<file path="config.mk">
export PLATFORM = sky130hd
export DESIGN_NAME = spq_cell
export DESIGN_NICKNAME = d
export VERILOG_FILES = /design/src/design/spq_pkg.sv /design/src/design/spq_cell.sv
export SDC_FILE = /design/constraint.sdc
export NUM_CORES = 1
export LEC_CHECK = 0
export ABC_AREA = 0
export BUFFER_PORTS_ARGS = -buffer_cell sky130_fd_sc_hd__buf_2
export CORE_UTILIZATION = 30
export DETAILED_ROUTE_END_ITERATION = 8
export GPL_ROUTABILITY_DRIVEN = 0
export GPL_TIMING_DRIVEN = 1
export PLACE_DENSITY_LB_ADDON = 0.15
export SYNTH_ARGS = -nofsm -noshare
export SYNTH_HDL_FRONTEND = slang
export SYNTH_SLANG_ARGS = --single-unit
</file>
<file path="constraint.sdc">
create_clock -name clk_i -period 5.65 [get_ports clk_i]
set_input_delay 1.4125 -clock clk_i [delete_from_list [all_inputs] [get_ports clk_i]]
set_output_delay 1.4125 -clock clk_i [all_outputs]
set_load 0.01 [all_outputs]
</file>
<file path="src/design/spq_pkg.sv">
package spq_pkg;

  typedef struct packed {
    logic [15:0] prio;
    logic [15:0] tag;
  } entry_t;

  // shift command from the top level to every cell
  typedef struct packed {
    logic ins;
    logic srv;
  } ctrl_t;

  localparam logic [1:0] OP_INSERT = 2'd0;
  localparam logic [1:0] OP_SERVE  = 2'd1;
  localparam logic [1:0] OP_CLEAR  = 2'd2;
  localparam logic [1:0] OP_RSVD   = 2'd3;

  localparam logic [2:0] ST_INSERTED = 3'd0;
  localparam logic [2:0] ST_SERVED   = 3'd1;
  localparam logic [2:0] ST_EMPTY    = 3'd2;
  localparam logic [2:0] ST_FULL     = 3'd3;
  localparam logic [2:0] ST_CLEARED  = 3'd4;

endpackage

</file>
<file path="src/design/spq_cell.sv">
module spq_cell
  import spq_pkg::*;
(
  input  logic   clk_i,
  input  ctrl_t  ctrl_i,
  input  logic   occupied_i,
  input  entry_t new_i,
  input  logic   left_keep_i,
  input  entry_t left_i,
  input  entry_t right_i,
  output logic   keep_o,
  output entry_t entry_o
);

  entry_t entry_q, entry_d;

  // held entry stays in place on insert when it ranks at or above the new one
  assign keep_o = occupied_i && (entry_q.prio >= new_i.prio);

  always_comb begin
    entry_d = entry_q;
    if (ctrl_i.ins) begin
      if (!keep_o) begin
        entry_d = left_keep_i ? new_i : left_i;
      end
    end else if (ctrl_i.srv) begin
      entry_d = right_i;
    end
  end

  always_ff @(posedge clk_i) begin
    entry_q <= entry_d;
  end

  assign entry_o = entry_q;

endmodule

</file>
# Word-level counts from Yosys, hierarchy flattened
# Index checks and enable logic that the tools add are counted.
# word_totals
register_bits,32
in_bits,101
output_inout_bits,33
wordCells,11
# op_classes
n_lt_le_gt_ge,1
eq_ne,1
muxes,4
n_reduce_logical,3
# op_table
op,count
32-bit two-way mux,4
16-bit >= comparator,1
2-bit inequality test (second input constant),1
2-bit AND reduction,1
2-bit nonzero test,1
1-bit logical AND,1

# Depth between registers and ports, before layout
# logic_depth
depth_word,4
depth_mapped,7
ltp_nobuf,7

# Least setup slack after synthesis
# No wires, ideal clock.
# synth_timing
kind,in2reg
start,in new_i[22] (netlist name)
end,reg entry_q (netlist bit entry_o[0]) (enable)
setup_ns,0.441
t_arrival_ns,4.288
setup_slack_ns,0.921
cell_stages,7
n_path_buf,0
path_cell_list,inv_1 ha_1 and3_4 a221oi_2 nor3_1 or3b_1 a31oi_1
# synth_between
elab_chain_cells,4
# synth_rtl
item,line,source
start: declaration,spq_cell.sv:7,"input entry_t new_i,"
16-bit >= comparator,spq_cell.sv:18,assign keep_o = occupied_i && (entry_q.prio >= new_i.prio);
1-bit logical AND,spq_cell.sv:18,
2-bit inequality test (no source line),n/a,
2-bit AND reduction (no source line),n/a,
end signal: assignment,spq_cell.sv:32,entry_q <= entry_d;
end: declaration,spq_cell.sv:15,"entry_t entry_q, entry_d;"
# No other way between the ends.
# A chain may end at the register's enable or synchronous reset.

# Worst setup path in the final report
# layout_timing
start,in new_i[22] (netlist name)
end,out keep_o
# layout_between
elab_chain_cells,2
# layout_rtl
item,line,source
16-bit >= comparator,spq_cell.sv:18,
1-bit logical AND,spq_cell.sv:18,
end: declaration,spq_cell.sv:11,"output logic keep_o,"
# No other way between the ends.

==> metrics.cfg <==
[clock_network]
path_clk_slew_ns = 0.07
cts_buffers = 5
cts.htree.levels = 2
cts_root_buf = clkbuf_8
numClockSinks = 32
cts_setup_buffers = 0
cts_tree = done
clk_latency_ns = 0.29
cts_resized = 0
clockBufferDepth = 2
hold_buffers = 0

[die]
io_pins = 134
die_width_um = 84.73
die-area_mm2 = 0.007179
die_y_um = 84.73
core_area_mm2 = 0.006495
fp-row-count = 29
start_util_pct = 31.61

[grt]
grt.overflow.total = 0
antenna_found_initial = 0
grt_pass1_wl_um = 7907
grt_max_degree = 63
grt.total_usage_pct = 14.34
grt_pass1_vias = 1780

[min_path]
hp-class = register to register

[place]
postPlaceCellArea_mm2 = 0.002800
post-dp-hpwl_um = 3767
pre_cts_slack_ns = 1.108
portBuffers = 133
dp.cells = 397

[finish]
layout.nets = 444
final_cell_mix = buf_2 (133), a21oi_1 (35), nor2_1 (34)
syn2layout_area_growth_pct = 40.40
largest_register_ffs = 32
drive_above_1_share_pct = 45.12
stdcell_area_mm2 = 0.002883
final_common_cell = buf_2
insertedDiodeCount = 0
fin_cells = 405

[timing]
max_freq_ghz = 0.2206
final_hold_viol_count = 0
setup_viol = 0
worst_slew_pin_slew_ns = 1.016
final_max_slew_viol_count = 0
rsz0062_at_grt = false
setup_ws_ns = 1.117
period_share_pct = 80.23
fin_skew_ns = 0.002295
relSlewSlack_pct = 32.24
fin_crit_ns = 4.533
fin_setup_tns_ns = 0

[setup_path]
worst_setup_path_start_kind = input port
cpPeakStageDelay_ns = 0.44
worstSetupPathType = input port to output pin
slowest_stage = or3b_1
end_kind = output pin
path_cells = buf_2, inv_1, ha_1, and3_4, a221oi_2, nor3_1, or3b_1, and2_1, buf_2
cp_max_fo = 2
cp.required_ns = 4.24
path_buf_inv = 3
crit_arrival_ns = 3.12
crit_path_frequent_cell = buf_2
path_delay_family = simple AND/OR/NAND/NOR gates

[yosys]
synthTopCellsByArea = edfxtp_1 (47%), mux2i_1 (16%), ha_1 (9.8%)
ys_seq_area_share_pct = 46.80
ys_types = 23
syn_area_mm2 = 0.002053
syn-num-nets = 313
synth_top_area_cell = edfxtp_1
syn_inst = 196
yosysWarnings = 0
synth-seq-cells = 32
avgSynthCellArea_um2 = 10.48
yosysTopAreaCellShare_pct = 46.80

[routing]
vias = 1832
drc = 0
wl_per_cell_um = 12.16
viasPerCell = 4.523
drt_iter0_markers = 50
firstDrtPassIters = 6
totalWireLength_um = 4926
antenna_left = 0

[power]
p_total_mw = 0.6488
leakage_nw = 1.450
vdd_ir_drop_max_mv = 0.1222
power_density_mw_per_mm2 = 225.1

[run_status]
status = complete, no violations

[run]
cap_violations = 0

## power by group
group          internal, mW  switching (mW)
Clock                0.0835          0.0885
Sequential            0.294         0.00900
Combinational        0.0843          0.0890
Total                 0.462           0.187
## final timing paths
| kind | startpoint | to | slack (ns) | depth (start not counted) |
|---|---|---|---|---|
| setup / recovery | new_i[22] | keep_o | 1.12 | 9 |
| hold / removal | entry_o[31] | entry_o[25] | 1.29 | 4 |
| setup reg to reg | entry_o[22] | entry_o[26] | 2.63 | 7 |
| hold reg to reg | entry_o[31] | entry_o[25] | 1.29 | 4 |
## cells by family (layout without fill, tap and decap cells)
group           Yosys count  count (layout)  share of synthesized area, %
simple gates             47              47                         10.42
compound gates           42              42                         12.31
mux                      32              32                         15.60
flops                    32              32                         46.80
buf+inv                  27             159                         5.119
fa+ha+maj                16              16                         9.750
## per-stage QoR
step / hold slack [ns] / util (%)
after floorplan: 1.638 / -
after global placement: 1.313 / 43.11
after detailed placement: 1.312 / 43.11
after CTS: 1.334 / 44.38
after global routing: 1.418 / 44.38
final: 1.288 / 44.38
## cell usage after synthesis
cell and number:
and2_1 1, nor4_1 2, a31oi_1 1, buf_2 3, mux2i_1 32, o211ai_1 1
nand4_1 2, edfxtp_1 32, ha_1 16, inv_1 16, nand2b_4 1, nor2_1 34
a2111oi_4 1, or3b_1 1, a221oi_2 1, and3_4 1, a21o_2 1, o21ai_0 1
nor3_1 2, a21oi_1 35, o21a_1 1, nand2_1 3, clkbuf_1 8
## layout make-up
class / count / area, µm²
clock inverter: 3 / 13.76
multi-input combinational: 137 / 1002
tap: 77 / 96.34
timing repair buffer: 135 / 680.7
fill: 652 / 3612
sequential: 32 / 960.9
clock buffer: 5 / 68.82
inverter: 16 / 60.06
## layer usage
metal  track usage, %  wire, µm
met2            23.13      2258
met5                0         0
met1            17.07      2165
met3            5.310       419
met4            6.471        82
## worst reg2reg max path, delay by kind of cell (launching register included)
family                     cells  cell delay (ns)
and+or+nand+nor                3             0.71
DFF                            1             0.41
buffers and inverters          1             0.34
AOI/OAI and AO/OA              2             0.94
adders and majority gates      1             0.31
(Power assumes the default switching activity.)
